### src/hdl/word_frequency_table_defines.svh
// Assertion macros used by the word frequency table RTL.
`ifndef WORD_FREQUENCY_TABLE_DEFINES_SVH
`define WORD_FREQUENCY_TABLE_DEFINES_SVH

// Consequent checked in the same cycle as the antecedent.
`define WFT_ASSERT_NOW(lbl, ante, cons, msg) \
  lbl: assert property (@(posedge clk) disable iff (rst) (ante) |-> (cons)) else $error(msg);

// Consequent checked in the cycle after the antecedent.
`define WFT_ASSERT_NEXT(lbl, ante, cons, msg) \
  lbl: assert property (@(posedge clk) disable iff (rst) (ante) |=> (cons)) else $error(msg);

`endif

### src/hdl/wft_pkg.sv
// Shared constants and types of the word frequency table.
package wft_pkg;

  localparam int ENTRIES  = 16;
  localparam int WORD_LEN = 32;

  localparam int CHAR_W  = 8;
  localparam int CODE_W  = 5;
  localparam int SLOT_W  = 4;
  localparam int FREQ_W  = 16;
  localparam int ENTRY_W = (ENTRIES > 1) ? $clog2(ENTRIES) : 1;
  localparam int USED_W  = $clog2(ENTRIES + 1);
  localparam int POS_W   = $clog2(WORD_LEN + 2);
  localparam int ADDR_W  = $clog2(WORD_LEN);
  localparam int LEN_W   = $clog2(WORD_LEN + 1);

  localparam logic [FREQ_W-1:0] FREQ_MAX = '1;

  // Kind of work carried into the table stage.
  localparam logic KIND_LETTER = 1'b0;
  localparam logic KIND_FINISH = 1'b1;

  typedef struct packed {
    logic              valid;
    logic              kind;
    logic [CODE_W-1:0] code;
    logic [ADDR_W-1:0] addr;
    logic [LEN_W-1:0]  len;
    logic              trunc;
  } stage_t;

  typedef struct packed {
    logic              en;
    logic [ADDR_W-1:0] addr;
  } rd_req_t;

endpackage

### src/hdl/wft_char_if.sv
// Character input channel of the word frequency table.
interface wft_char_if;
  logic                      valid;
  logic                      ready;
  logic [wft_pkg::CHAR_W-1:0] char_in;

  modport source (output valid, output char_in, input ready);
  modport sink (input valid, input char_in, output ready);
endinterface

### src/hdl/wft_result_if.sv
// Result channel of the word frequency table.
interface wft_result_if;
  logic                      valid;
  logic                      ready;
  logic [wft_pkg::SLOT_W-1:0] slot;
  logic [wft_pkg::FREQ_W-1:0] frequency;
  logic                      is_new;
  logic                      dropped;
  logic                      truncated;
  logic                      too_many;

  modport source (output valid, output slot, output frequency, output is_new,
                  output dropped, output truncated, output too_many, input ready);
  modport sink (input valid, input slot, input frequency, input is_new,
                input dropped, input truncated, input too_many, output ready);
endinterface

### src/hdl/word_frequency_table.sv
// Word frequency table: counts case-folded words of a byte stream.
//
// Channels: chars carries one byte per transaction (valid/ready). ASCII letters
// build the current word, folded to lower case; any other byte ends a word that
// has at least one letter. results carries one transaction per finished word:
// the table slot, its count after the update (saturating), and the flags
// is_new, dropped, truncated (more than WORD_LEN letters) and too_many (sticky).
// Separators with no pending word and letters produce no result.
//
// Throughput: one byte per cycle while chars.ready is high. Each letter is
// compared against every stored entry at once; the stored letters live in one
// RAM bank per entry, all read at the current letter position, so a letter's
// compare happens in the cycle after it is taken. The stage register takes the
// terminating byte, and the result register is loaded from it once the result
// register is empty or its transaction is being taken, which raises results.valid.
// Reset (synchronous, rst high) empties the table, clears the current word and
// the too-many flag; the stores need no clearing pass.
// Receiver stall: the result register holds its transaction; letters keep
// flowing, and chars.ready drops only while a finished word waits for it.
module word_frequency_table (
  input  logic         clk,
  input  logic         rst,
  wft_char_if.sink     chars,
  wft_result_if.source results
);

  wft_pkg::stage_t  stage;
  wft_pkg::rd_req_t rd_req;
  logic             advance;

  // Classify bytes, track letter position, issue store reads.
  wft_front u_front (
    .clk     (clk),
    .rst     (rst),
    .chars   (chars),
    .advance (advance),
    .stage   (stage),
    .rd_req  (rd_req)
  );

  // Compare letters, look up finished words, update counts, hold the result.
  wft_table u_table (
    .clk     (clk),
    .rst     (rst),
    .stage   (stage),
    .rd_req  (rd_req),
    .advance (advance),
    .results (results)
  );

endmodule

### src/hdl/wft_ram.sv
// Generic single-write, single-read RAM with registered read data.
module wft_ram #(
  parameter int WIDTH = 8,
  parameter int DEPTH = 32
) (
  input  logic                     clk,
  input  logic                     wr_en,
  input  logic [$clog2(DEPTH)-1:0] wr_addr,
  input  logic [WIDTH-1:0]         wr_data,
  input  logic                     rd_en,
  input  logic [$clog2(DEPTH)-1:0] rd_addr,
  output logic [WIDTH-1:0]         rd_data
);

  logic [WIDTH-1:0] mem [DEPTH];

  always_ff @(posedge clk) begin
    if (wr_en) begin
      mem[wr_addr] <= wr_data;
    end
    if (rd_en) begin
      rd_data <= mem[rd_addr];
    end
  end

endmodule

### src/hdl/wft_front.sv
// Input stage: classify the byte, track the letter position, issue the store read.
module wft_front (
  input  logic             clk,
  input  logic             rst,
  wft_char_if.sink         chars,
  input  logic             advance,
  output wft_pkg::stage_t  stage,
  output wft_pkg::rd_req_t rd_req
);

  localparam logic [wft_pkg::CHAR_W-1:0] UPPER_A = 8'h41;
  localparam logic [wft_pkg::CHAR_W-1:0] UPPER_Z = 8'h5A;
  localparam logic [wft_pkg::CHAR_W-1:0] LOWER_A = 8'h61;
  localparam logic [wft_pkg::CHAR_W-1:0] LOWER_Z = 8'h7A;

  logic                       accept;
  logic                       is_upper;
  logic                       is_lower;
  logic                       is_letter;
  logic                       room;
  logic                       trunc;
  logic [wft_pkg::CHAR_W-1:0] diff;
  logic [wft_pkg::POS_W-1:0]  pos;
  logic [wft_pkg::POS_W-1:0]  pos_next;
  wft_pkg::stage_t            item_next;

  assign chars.ready = advance;
  assign accept      = chars.valid && advance;

  assign is_upper  = (chars.char_in >= UPPER_A) && (chars.char_in <= UPPER_Z);
  assign is_lower  = (chars.char_in >= LOWER_A) && (chars.char_in <= LOWER_Z);
  assign is_letter = is_upper || is_lower;
  assign diff      = is_upper ? (chars.char_in - UPPER_A) : (chars.char_in - LOWER_A);
  assign room      = pos < wft_pkg::POS_W'(wft_pkg::WORD_LEN);
  assign trunc     = pos > wft_pkg::POS_W'(wft_pkg::WORD_LEN);

  assign rd_req.en   = accept && is_letter && room;
  assign rd_req.addr = pos[wft_pkg::ADDR_W-1:0];

  always_comb begin
    item_next.valid = accept && ((is_letter && room) || (!is_letter && (pos != '0)));
    item_next.kind  = is_letter ? wft_pkg::KIND_LETTER : wft_pkg::KIND_FINISH;
    item_next.code  = diff[wft_pkg::CODE_W-1:0];
    item_next.addr  = pos[wft_pkg::ADDR_W-1:0];
    item_next.len   = trunc ? wft_pkg::LEN_W'(wft_pkg::WORD_LEN) : pos[wft_pkg::LEN_W-1:0];
    item_next.trunc = trunc;

    pos_next = pos;
    if (accept) begin
      if (!is_letter) begin
        pos_next = '0;
      end else if (room) begin
        pos_next = pos + wft_pkg::POS_W'(1);
      end else begin
        pos_next = wft_pkg::POS_W'(wft_pkg::WORD_LEN + 1);
      end
    end
  end

  always_ff @(posedge clk) begin
    if (rst) begin
      pos         <= '0;
      stage.valid <= 1'b0;
    end else begin
      pos <= pos_next;
      if (advance) begin
        stage <= item_next;
      end
    end
  end

endmodule

### src/hdl/wft_table.sv
// Table stage: per-entry letter compare, word lookup, count update and result register.
`include "word_frequency_table_defines.svh"

module wft_table (
  input  logic             clk,
  input  logic             rst,
  input  wft_pkg::stage_t  stage,
  input  wft_pkg::rd_req_t rd_req,
  output logic             advance,
  wft_result_if.source     results
);

  logic [wft_pkg::CODE_W-1:0]  rd_code [wft_pkg::ENTRIES];
  logic [wft_pkg::LEN_W-1:0]   len_tab [wft_pkg::ENTRIES];
  logic [wft_pkg::FREQ_W-1:0]  cnt_tab [wft_pkg::ENTRIES];
  logic [wft_pkg::ENTRIES-1:0] match;
  logic [wft_pkg::ENTRIES-1:0] match_next;
  logic [wft_pkg::ENTRIES-1:0] hit;
  logic [wft_pkg::ENTRIES-1:0] wr_en;
  logic [wft_pkg::USED_W-1:0]  used;
  logic                        overflow;

  logic                        is_letter;
  logic                        fire;
  logic                        found;
  logic                        has_room;
  logic [wft_pkg::ENTRY_W-1:0] found_slot;
  logic [wft_pkg::ENTRY_W-1:0] new_slot;
  logic [wft_pkg::FREQ_W-1:0]  cnt_cur;
  logic [wft_pkg::FREQ_W-1:0]  cnt_inc;

  logic                        res_valid;
  logic [wft_pkg::SLOT_W-1:0]  res_slot;
  logic [wft_pkg::FREQ_W-1:0]  res_freq;
  logic                        res_new;
  logic                        res_dropped;
  logic                        res_trunc;
  logic                        res_too_many;

  // One letter store bank per entry, all read at the same position.
  for (genvar g = 0; g < wft_pkg::ENTRIES; g++) begin : g_bank
    assign wr_en[g] = is_letter && (used == wft_pkg::USED_W'(g));

    wft_ram #(
      .WIDTH (wft_pkg::CODE_W),
      .DEPTH (wft_pkg::WORD_LEN)
    ) u_bank (
      .clk     (clk),
      .wr_en   (wr_en[g]),
      .wr_addr (stage.addr),
      .wr_data (stage.code),
      .rd_en   (rd_req.en),
      .rd_addr (rd_req.addr),
      .rd_data (rd_code[g])
    );
  end

  assign is_letter = stage.valid && (stage.kind == wft_pkg::KIND_LETTER);
  // Hold a finished word while the result register is occupied and not being taken.
  assign advance   = !(stage.valid && (stage.kind == wft_pkg::KIND_FINISH) &&
                       res_valid && !results.ready);
  assign fire      = stage.valid && (stage.kind == wft_pkg::KIND_FINISH) && advance;
  assign has_room  = used < wft_pkg::USED_W'(wft_pkg::ENTRIES);
  assign new_slot  = used[wft_pkg::ENTRY_W-1:0];

  always_comb begin
    for (int e = 0; e < wft_pkg::ENTRIES; e++) begin
      match_next[e] = match[e];
      if (wft_pkg::USED_W'(e) < used) begin
        if (!((wft_pkg::LEN_W'(stage.addr) < len_tab[e]) && (rd_code[e] == stage.code))) begin
          match_next[e] = 1'b0;
        end
      end
      hit[e] = (wft_pkg::USED_W'(e) < used) && match[e] && (len_tab[e] == stage.len);
    end

    found      = 1'b0;
    found_slot = '0;
    for (int e = wft_pkg::ENTRIES - 1; e >= 0; e--) begin
      if (hit[e]) begin
        found      = 1'b1;
        found_slot = wft_pkg::ENTRY_W'(e);
      end
    end

    cnt_cur = cnt_tab[found_slot];
    cnt_inc = (cnt_cur == wft_pkg::FREQ_MAX) ? cnt_cur : cnt_cur + wft_pkg::FREQ_W'(1);
  end

  always_ff @(posedge clk) begin
    if (fire) begin
      if (found) begin
        cnt_tab[found_slot] <= cnt_inc;
      end else if (has_room) begin
        cnt_tab[new_slot] <= wft_pkg::FREQ_W'(1);
        len_tab[new_slot] <= stage.len;
      end
    end
  end

  always_ff @(posedge clk) begin
    if (rst) begin
      match     <= '1;
      used      <= '0;
      overflow  <= 1'b0;
      res_valid <= 1'b0;
    end else begin
      if (is_letter) begin
        match <= match_next;
      end
      if (fire) begin
        match        <= '1;
        res_valid    <= 1'b1;
        res_trunc    <= stage.trunc;
        res_new      <= 1'b0;
        res_dropped  <= 1'b0;
        res_too_many <= overflow;
        if (found) begin
          res_slot <= wft_pkg::SLOT_W'(found_slot);
          res_freq <= cnt_inc;
        end else if (has_room) begin
          res_slot <= wft_pkg::SLOT_W'(new_slot);
          res_freq <= wft_pkg::FREQ_W'(1);
          res_new  <= 1'b1;
          used     <= used + wft_pkg::USED_W'(1);
        end else begin
          res_slot     <= '0;
          res_freq     <= '0;
          res_dropped  <= 1'b1;
          res_too_many <= 1'b1;
          overflow     <= 1'b1;
        end
      end else if (results.ready) begin
        res_valid <= 1'b0;
      end
    end
  end

  assign results.valid     = res_valid;
  assign results.slot      = res_slot;
  assign results.frequency = res_freq;
  assign results.is_new    = res_new;
  assign results.dropped   = res_dropped;
  assign results.truncated = res_trunc;
  assign results.too_many  = res_too_many;

  `WFT_ASSERT_NOW(a_used_bound, 1'b1, used <= wft_pkg::USED_W'(wft_pkg::ENTRIES), "entry count past table size")
  `WFT_ASSERT_NOW(a_new_count_one, res_valid && res_new, res_freq == wft_pkg::FREQ_W'(1), "new entry count not one")
  `WFT_ASSERT_NOW(a_drop_flags, res_valid && res_dropped, res_too_many && !res_new, "drop without too-many flag")
  `WFT_ASSERT_NEXT(a_overflow_sticky, overflow, overflow, "too-many flag cleared")
  `WFT_ASSERT_NOW(a_drop_when_full, $rose(overflow), used == wft_pkg::USED_W'(wft_pkg::ENTRIES), "drop with free entries")

endmodule

### src/flat_wrapper.sv
// flat-port wrapper written by rule: the top's interface ports become plain ports
module word_frequency_table_flat 
  (clk, rst, chars_valid, chars_char_in, chars_ready, results_valid, results_slot, results_frequency, results_is_new, results_dropped, results_truncated, results_too_many, results_ready);
  wft_char_if chars_i ();
  wft_result_if results_i ();
  input  logic clk;
  input  logic rst;
  input wire logic [$bits(chars_i.valid)-1:0] chars_valid;
  input wire logic [$bits(chars_i.char_in)-1:0] chars_char_in;
  output wire logic [$bits(chars_i.ready)-1:0] chars_ready;
  output wire logic [$bits(results_i.valid)-1:0] results_valid;
  output wire logic [$bits(results_i.slot)-1:0] results_slot;
  output wire logic [$bits(results_i.frequency)-1:0] results_frequency;
  output wire logic [$bits(results_i.is_new)-1:0] results_is_new;
  output wire logic [$bits(results_i.dropped)-1:0] results_dropped;
  output wire logic [$bits(results_i.truncated)-1:0] results_truncated;
  output wire logic [$bits(results_i.too_many)-1:0] results_too_many;
  input wire logic [$bits(results_i.ready)-1:0] results_ready;
  assign chars_i.valid = chars_valid;
  assign chars_i.char_in = chars_char_in;
  assign chars_ready = chars_i.ready;
  assign results_valid = results_i.valid;
  assign results_slot = results_i.slot;
  assign results_frequency = results_i.frequency;
  assign results_is_new = results_i.is_new;
  assign results_dropped = results_i.dropped;
  assign results_truncated = results_i.truncated;
  assign results_too_many = results_i.too_many;
  assign results_i.ready = results_ready;
  word_frequency_table u_core (.clk(clk), .rst(rst), .chars(chars_i), .results(results_i));
endmodule
### config.mk
export PLATFORM = sky130hd
export DESIGN_NAME = word_frequency_table_flat
export DESIGN_NICKNAME = d
export VERILOG_FILES = /design/src/hdl/wft_pkg.sv /design/src/hdl/wft_char_if.sv /design/src/hdl/wft_result_if.sv /design/src/hdl/word_frequency_table.sv /design/src/hdl/wft_ram.sv /design/src/hdl/wft_front.sv /design/src/hdl/wft_table.sv /design/src/flat_wrapper.sv
export VERILOG_INCLUDE_DIRS = /design/src /design/src/hdl
export SDC_FILE = /design/constraint.sdc
export NUM_CORES = 2
export LEC_CHECK = 0
export BUFFER_PORTS_ARGS = -buffer_cell sky130_fd_sc_hd__buf_2
export CAP_MARGIN = 5
export CORE_MARGIN = 2
export CORE_UTILIZATION = 40
export CTS_BUF_LIST = sky130_fd_sc_hd__clkbuf_4 sky130_fd_sc_hd__clkbuf_8
export CTS_CLUSTER_SIZE = 25
export DETAILED_ROUTE_END_ITERATION = 7
export PLACE_DENSITY = 0.67
export SETUP_SLACK_MARGIN = 0.5
export SLEW_MARGIN = 40
export SYNTH_ARGS = -nofsm -noshare
export SYNTH_HDL_FRONTEND = slang
export SYNTH_SLANG_ARGS = --single-unit
### constraint.sdc
create_clock -name clk -period 8.3 [get_ports clk]
set_clock_uncertainty 0.15 [all_clocks]
set_input_delay 1.245 -clock clk [delete_from_list [all_inputs] [get_ports clk]]
set_output_delay 1.245 -clock clk [all_outputs]
set_load 0.05 [all_outputs]
Yosys cells after proc, flatten, opt, wreduce, memory -nomap -nowiden:

Memories as Yosys holds them, arrays and structs flattened. A register that Yosys moved wholly into a read port is not among the register bits.
Cells that the tools add are included.

* memory bits (read-only): 0
* RAM bits: 2912
* memories: 18
* register bits: 72
* output and inout port bits: 26
* logic and storage cells: 356
* input bits: 12
* bits in latches: 0

Memories
* u_core.u_table.cnt_tab: words 16, width 16, read ports 1, clocked after memory_dff 0, write ports 1, RTL line wft_table.sv:15 `logic [wft_pkg::FREQ_W-1:0] cnt_tab [wft_pkg::ENTRIES];`
* u_core.u_table.g_bank[0].u_bank.mem: words 32, width 5, read ports 1, clocked after memory_dff 1, write ports 1, RTL line wft_ram.sv:15 `logic [WIDTH-1:0] mem [DEPTH];`
* u_core.u_table.g_bank[10].u_bank.mem: words 32, width 5, read ports 1, clocked after memory_dff 1, write ports 1, RTL line wft_ram.sv:15
* u_core.u_table.g_bank[11].u_bank.mem: words 32, width 5, read ports 1, clocked after memory_dff 1, write ports 1, RTL line wft_ram.sv:15
* u_core.u_table.g_bank[12].u_bank.mem: words 32, width 5, read ports 1, clocked after memory_dff 1, write ports 1, RTL line wft_ram.sv:15
* u_core.u_table.g_bank[13].u_bank.mem: words 32, width 5, read ports 1, clocked after memory_dff 1, write ports 1, RTL line wft_ram.sv:15
* 12 more memories

* reductions and logical operators: 106
* multipliers: 0
* bitwise gates (word level): 20
* magnitude comparators: 39
* equality and inequality tests: 48
* muxes and demuxes: 88
* div/mod/pow operators: 0
* shift operators: 0
* $add $sub $neg: 5

Operator list (count)
* $eq A6 B6 Y1: 16
* $lt A5 B6 Y1: 16
* $eq A5 B5 Y1: 16
* $logic_and A1 B1 Y1: 77
* $mux W4: 19
* $mux W1: 63
* $reduce_and A3 Y1: 17
* $mux W16: 3
* $eq A5 B4 Y1 const B: 8
* $lt A4 B5 Y1 const A: 8
* $eq A5 B3 Y1 const B: 4
* $lt A3 B5 Y1 const A: 4
* $not A1 Y1: 20
* $add A16 B1 Y16 const B: 1
* $eq A16 B16 Y1 const B: 1
* $ge A8 B7 Y1 const B: 2
* $le A8 B7 Y1 const B: 2
* $reduce_or A16 Y1: 1
* $mux W6: 2
* $eq A5 B2 Y1 const B: 2
* $lt A1 B5 Y1 const A: 2
* $lt A2 B5 Y1 const A: 2
* $sub A5 B1 Y5 const B: 2
* $add A6 B1 Y6 const B: 1
* 13 further kinds: 17

Longest topological paths before layout:

* depth after elaboration: 24
* depth in mapped cells: 19
* gate-level depth less buffers: 14

Modules after synthesis:

From an unflattened synthesis, not the netlist that was laid out.

* cell total of the unflattened synthesis: 6199
* area total of the unflattened synthesis: 124172.8 um2

By module, submodules not included
* wft_ram: sequential area each 4954.8 um2, cells an instance 277, instances 16, area each 6394.9 um2
* wft_table: sequential area each 11751.3 um2, cells an instance 1669, instances 1, area each 20667.3 um2
* wft_front: sequential area each 680.7 um2, cells an instance 98, instances 1, area each 1187.4 um2

Worst setup path after synthesis:

No wires, ideal clock.

* path type: flip-flop to flip-flop
* start: register, netlist name u_core.u_front.stage[16]
* end: register u_core.u_table.match[0] (netlist name)
* slack: 0.296 ns
* stages on the path, launching flop included: 8
* buffers on the path: 2
* data arrival time: 7.793 ns
* setup time: 0.061 ns
* data required time: 8.089 ns
* clock period less this slack: 8.004 ns
* cell sequence: edfxtp_1 clkbuf_1 clkbuf_1 xnor2_1 nand3_1 nor4_1 o31ai_1 nand2_1

* word-level cells in the longest chain between the ends: 4

Ends and longest elaborated chain
* $eq A5 B5 Y1: RTL line wft_table.sv:70 `if (!((wft_pkg::LEN_W'(stage.addr) < len_tab[e]) && (rd_code[e] == stage.code))) begin`
* $logic_and A1 B1 Y1: RTL line wft_table.sv:70
* $not A1 Y1 (no line)
* $reduce_and A3 Y1 (no line)
* to (signal assigned): RTL line wft_table.sv:109 `match <= match_next;`
* to (decl): RTL line wft_table.sv:16 `logic [wft_pkg::ENTRIES-1:0] match;`

No other way between the ends.
A chain may end at the register's enable or synchronous reset.

Worst setup path in the final report:

* start: register u_core.u_table.used[2] (netlist name)
* end: memory u_core.u_table.cnt_tab[9][4] (netlist name) (data pin)

* word-level cells in the longest chain between the ends: 24
* elaborated cells on any way between the ends: 91
* those cells by class: 1 x add/sub; 17 x order compare; 1 x eq/ne; 38 x mux; 33 x reduce/logical; 1 x memory

Ends and longest elaborated chain
* from (decl): RTL line wft_table.sv:20 `logic [wft_pkg::USED_W-1:0] used;`
* from (signal assigned): RTL line wft_table.sv:125 `used <= used + wft_pkg::USED_W'(1);`
* parallel branches: the longest is 23 deep, another holds $lt A4 B5 Y1
* $mux W16 (no line) (*)
* to (decl): RTL line wft_table.sv:15

Every way passes the cells marked *.

==> metrics.txt <==
kind of end point of the critical path=flop; detailed-route via count=60.77k; All-Layer GR Usage=18.88%; die footprint=0.3107 sq mm; worst slew pin tran=0.9390 ns; status=finished clean; global route total overflow=0; Reg clk slew, reported paths=0.07 ns; kind of critical path=flop to flop; Syn. warnings=0; Final Hold Violating Endpoints=0; worst hold slack=0.2184 ns; post-CTS setup buffers=0; met1 Usage GRT=25.79%; Synth Area per Inst=20.40 sq um; Die Y=557.4 um; final slew viol count=0; Area Overhead vs Synth=12.17%; Setup crit start=u_core.u_table.used[2]$_SDFFE_PP0P_; cell breakdown of the critical path=and2_1 -> a21oi_1 -> nor3_1 -> a211oi_1 -> a211o_1 -> nand2_1 -> mux4_2 -> a32o_1 -> a211oi_2 -> nand3b_1 -> nor3_4 -> a311oi_2 -> mux2i_2; Synth Flop Type=edfxtp_1; Max-slew headroom=37.17%; GRT Max-Usage Layer=met2; Pleak=41.33 nW; std cell rows=203; Starting Density=40.12%; RSZ-0062 raised after global routing=false; Mapped Cells=6005; CTS resizes=0; initial antenna violation count=13; total CTS buffers=481; WL final=294.2 mm; Slowest Stage Delay on Critical Path=0.86 ns; CTS Buffer Depth=4; flops & latches, synth=3064; worst skew pair latency=1.12 ns; post-route setup slack=1.552 ns; Seq/Total Area, Yosys=74.87%; number of global-route vias before repair=62.01k; fillers=25.39k; RePlAce Congestion=0.8804; required time of the critical path=8.92 ns; commonest cells after routing, fill and taps aside=edfxtp_1, mux4_2, nor2_1; RR Endpoint=u_core.u_table.cnt_tab[9][4]$_DFFE_PP_; final layout net count=6439; fraction of layout cells with a size suffix above 1=28.69%; Clock Tree Root=clkbuf_8; Final Total Pwr=30.06 mW; GR Layer Usage met2=30.33%; fmax=0.1482 GHz; Mapped Nets=6092; Routed Antenna Nets=0; Worst setup SP type=flop; IO Port Bufs=37; r2r startpoint=u_core.u_table.used[2]$_SDFFE_PP0P_; Synth cell types=87; async set-reset flop share out of synthesis=0%; Remaining DRCs=0; Die X=557.4 um; flop-to-flop setup slack=1.55 ns; Sink Count=3064; highest-delay cell along the critical path=dfxtp_1; mapped cell area=0.1225 sq mm; Initial DRC Count=7397; Setup crit end=u_core.u_table.cnt_tab[9][4]$_DFFE_PP_; core area=0.3053 sq mm; largest net degree at the start of global routing=161; crit path time final=6.748 ns; first-pass GRT wire length=430.7 mm; peak supply drop=193.4 uV; DR WL/cell=27.21 um; DR vias/cell=5.620; hold buffer count at CTS=0; post-place setup slack=1.519 ns; number of synthesized flops with an enable pin=3034; H-tree depth=5; number of max-cap violations=0; Detailed Place HPWL=173.7 mm; Setup TNS Final=0 ns; Worst Hold Class=primary input to flop; crit-path max FO=20; worst r2r path cells=13; DR pass1 iterations=8; Power Dens Cells=218.8 mW/mm^2; met3 GRT Util=3.995%; IO Pins=38; most common cell after layout, fill and taps aside=edfxtp_1; CTS tree=done; period utilization=81.30%; Worst EP arrival=7.36 ns; Final setup viols=0
==> worst min-delay path by stage <==
stage	from	cells past startpoint	slack, ns	end
2_1_floorplan	u_core.u_front.stage[0]$_DFFE_PP_	0	0.25	u_core.u_table.results.truncated$_DFFE_PP_
3_3_place_gp	u_core.u_table.match[15]$_SDFFE_PP1P_	2	0.28	u_core.u_table.match[15]$_SDFFE_PP1P_
3_5_place_dp	u_core.u_table.match[15]$_SDFFE_PP1P_	2	0.29	u_core.u_table.match[15]$_SDFFE_PP1P_
4_1_cts	chars_valid	2	0.09	u_core.u_front.pos[5]$_SDFFE_PP0P_
5_1_grt	chars_valid	2	0.15	u_core.u_front.pos[5]$_SDFFE_PP0P_
6_report	chars_valid	2	0.22	u_core.u_front.pos[5]$_SDFFE_PP0P_
==> metrics by stage <==
step / utilization [%] / cell area, sq um / instances
after floorplan: - / 122500 / 6005
after global placement: 41.90 / 127900 / 9958
after detailed placement: 41.97 / 128100 / 9962
after CTS: 44.92 / 137200 / 10800
after global routing: 45.00 / 137400 / 10810
final: 45.01 / 137400 / 10810
==> registers in the layout (all words and copies together) (netlist names) <==
| register | flops |
|---|---|
| u_core.u_table.g_bank.u_bank.mem | 2560 |
| u_core.u_table.results.frequency | 16 |
| u_core.u_table.results.is_new | 1 |
| u_core.u_table.results.too_many | 1 |
| u_core.u_table.results.slot | 4 |
| u_core.u_front.stage | 19 |
| u_core.u_table.used | 5 |
| u_core.u_table.cnt_tab | 256 |
| u_core.u_table.results.truncated | 1 |
| u_core.u_table.overflow | 1 |
| u_core.u_table.match | 16 |
| u_core.u_table.g_bank.u_bank.rd_data | 80 |
| u_core.u_front.pos | 6 |
| u_core.u_table.results.valid | 1 |
| u_core.u_table.results.dropped | 1 |
| u_core.u_table.len_tab | 96 |
==> routing by layer <==
metal  part of all wire (%)  wire length (um)
met1                     40            118200
met5                  0.014                41
met2                     48            142500
met3                    8.6             25250
met4                    2.8              8253
==> power breakdown <==
group          internal [mW]  switching, mW
clock                   6.45           5.69
sequential              17.1         0.0228
combinational          0.253          0.565
total                   23.8           6.27
==> kinds of logic after synthesis <==
family	after synthesis	share of synthesized area, %
compound gates	241	1.358
xor+xnor	182	1.301
fa+ha+maj	75	0.7661
buf+inv	425	1.449
flops	3064	74.87
mux	976	16.41
simple gates	1042	3.847
==> final cells by class <==
type | count | area, sq um | share of cell area, %
clock buffer | 622 | 7722 | 5.620
clock inverter | 215 | 1285 | 0.9352
sequential | 3064 | 91730 | 66.76
antenna | 7 | 17.52 | 0.01275
multi-input combinational | 2516 | 29340 | 21.35
tap | 4100 | 5130 | 3.733
timing repair buffer | 214 | 1898 | 1.381
inverter | 75 | 286.5 | 0.2085
==> cell usage after synthesis (41+ instances only) <==
master	number	area, sq um
xnor2_1	125	1095
a21oi_1	75	375.4
ha_1	75	938.4
inv_1	75	281.5
mux2_2	86	968.4
mux4_2	817	18400
mux2i_1	72	720.7
clkbuf_1	268	1006
nand2b_1	41	256.5
nand2_1	151	566.8
nor2_1	595	2233
nand3_1	61	305.3
edfxtp_1	3034	91110
xor2_1	57	499.2
==> worst max-delay path, delay by kind of cell, from the launching register on <==
family	cells	cell delay (ns)
AO/OA/AOI/OAI	6	1.99
AND/OR/NAND/NOR	5	2.09
multiplexers	2	1.30
flip-flops	1	0.86
Note: power is estimated with default switching activity, not from simulation.
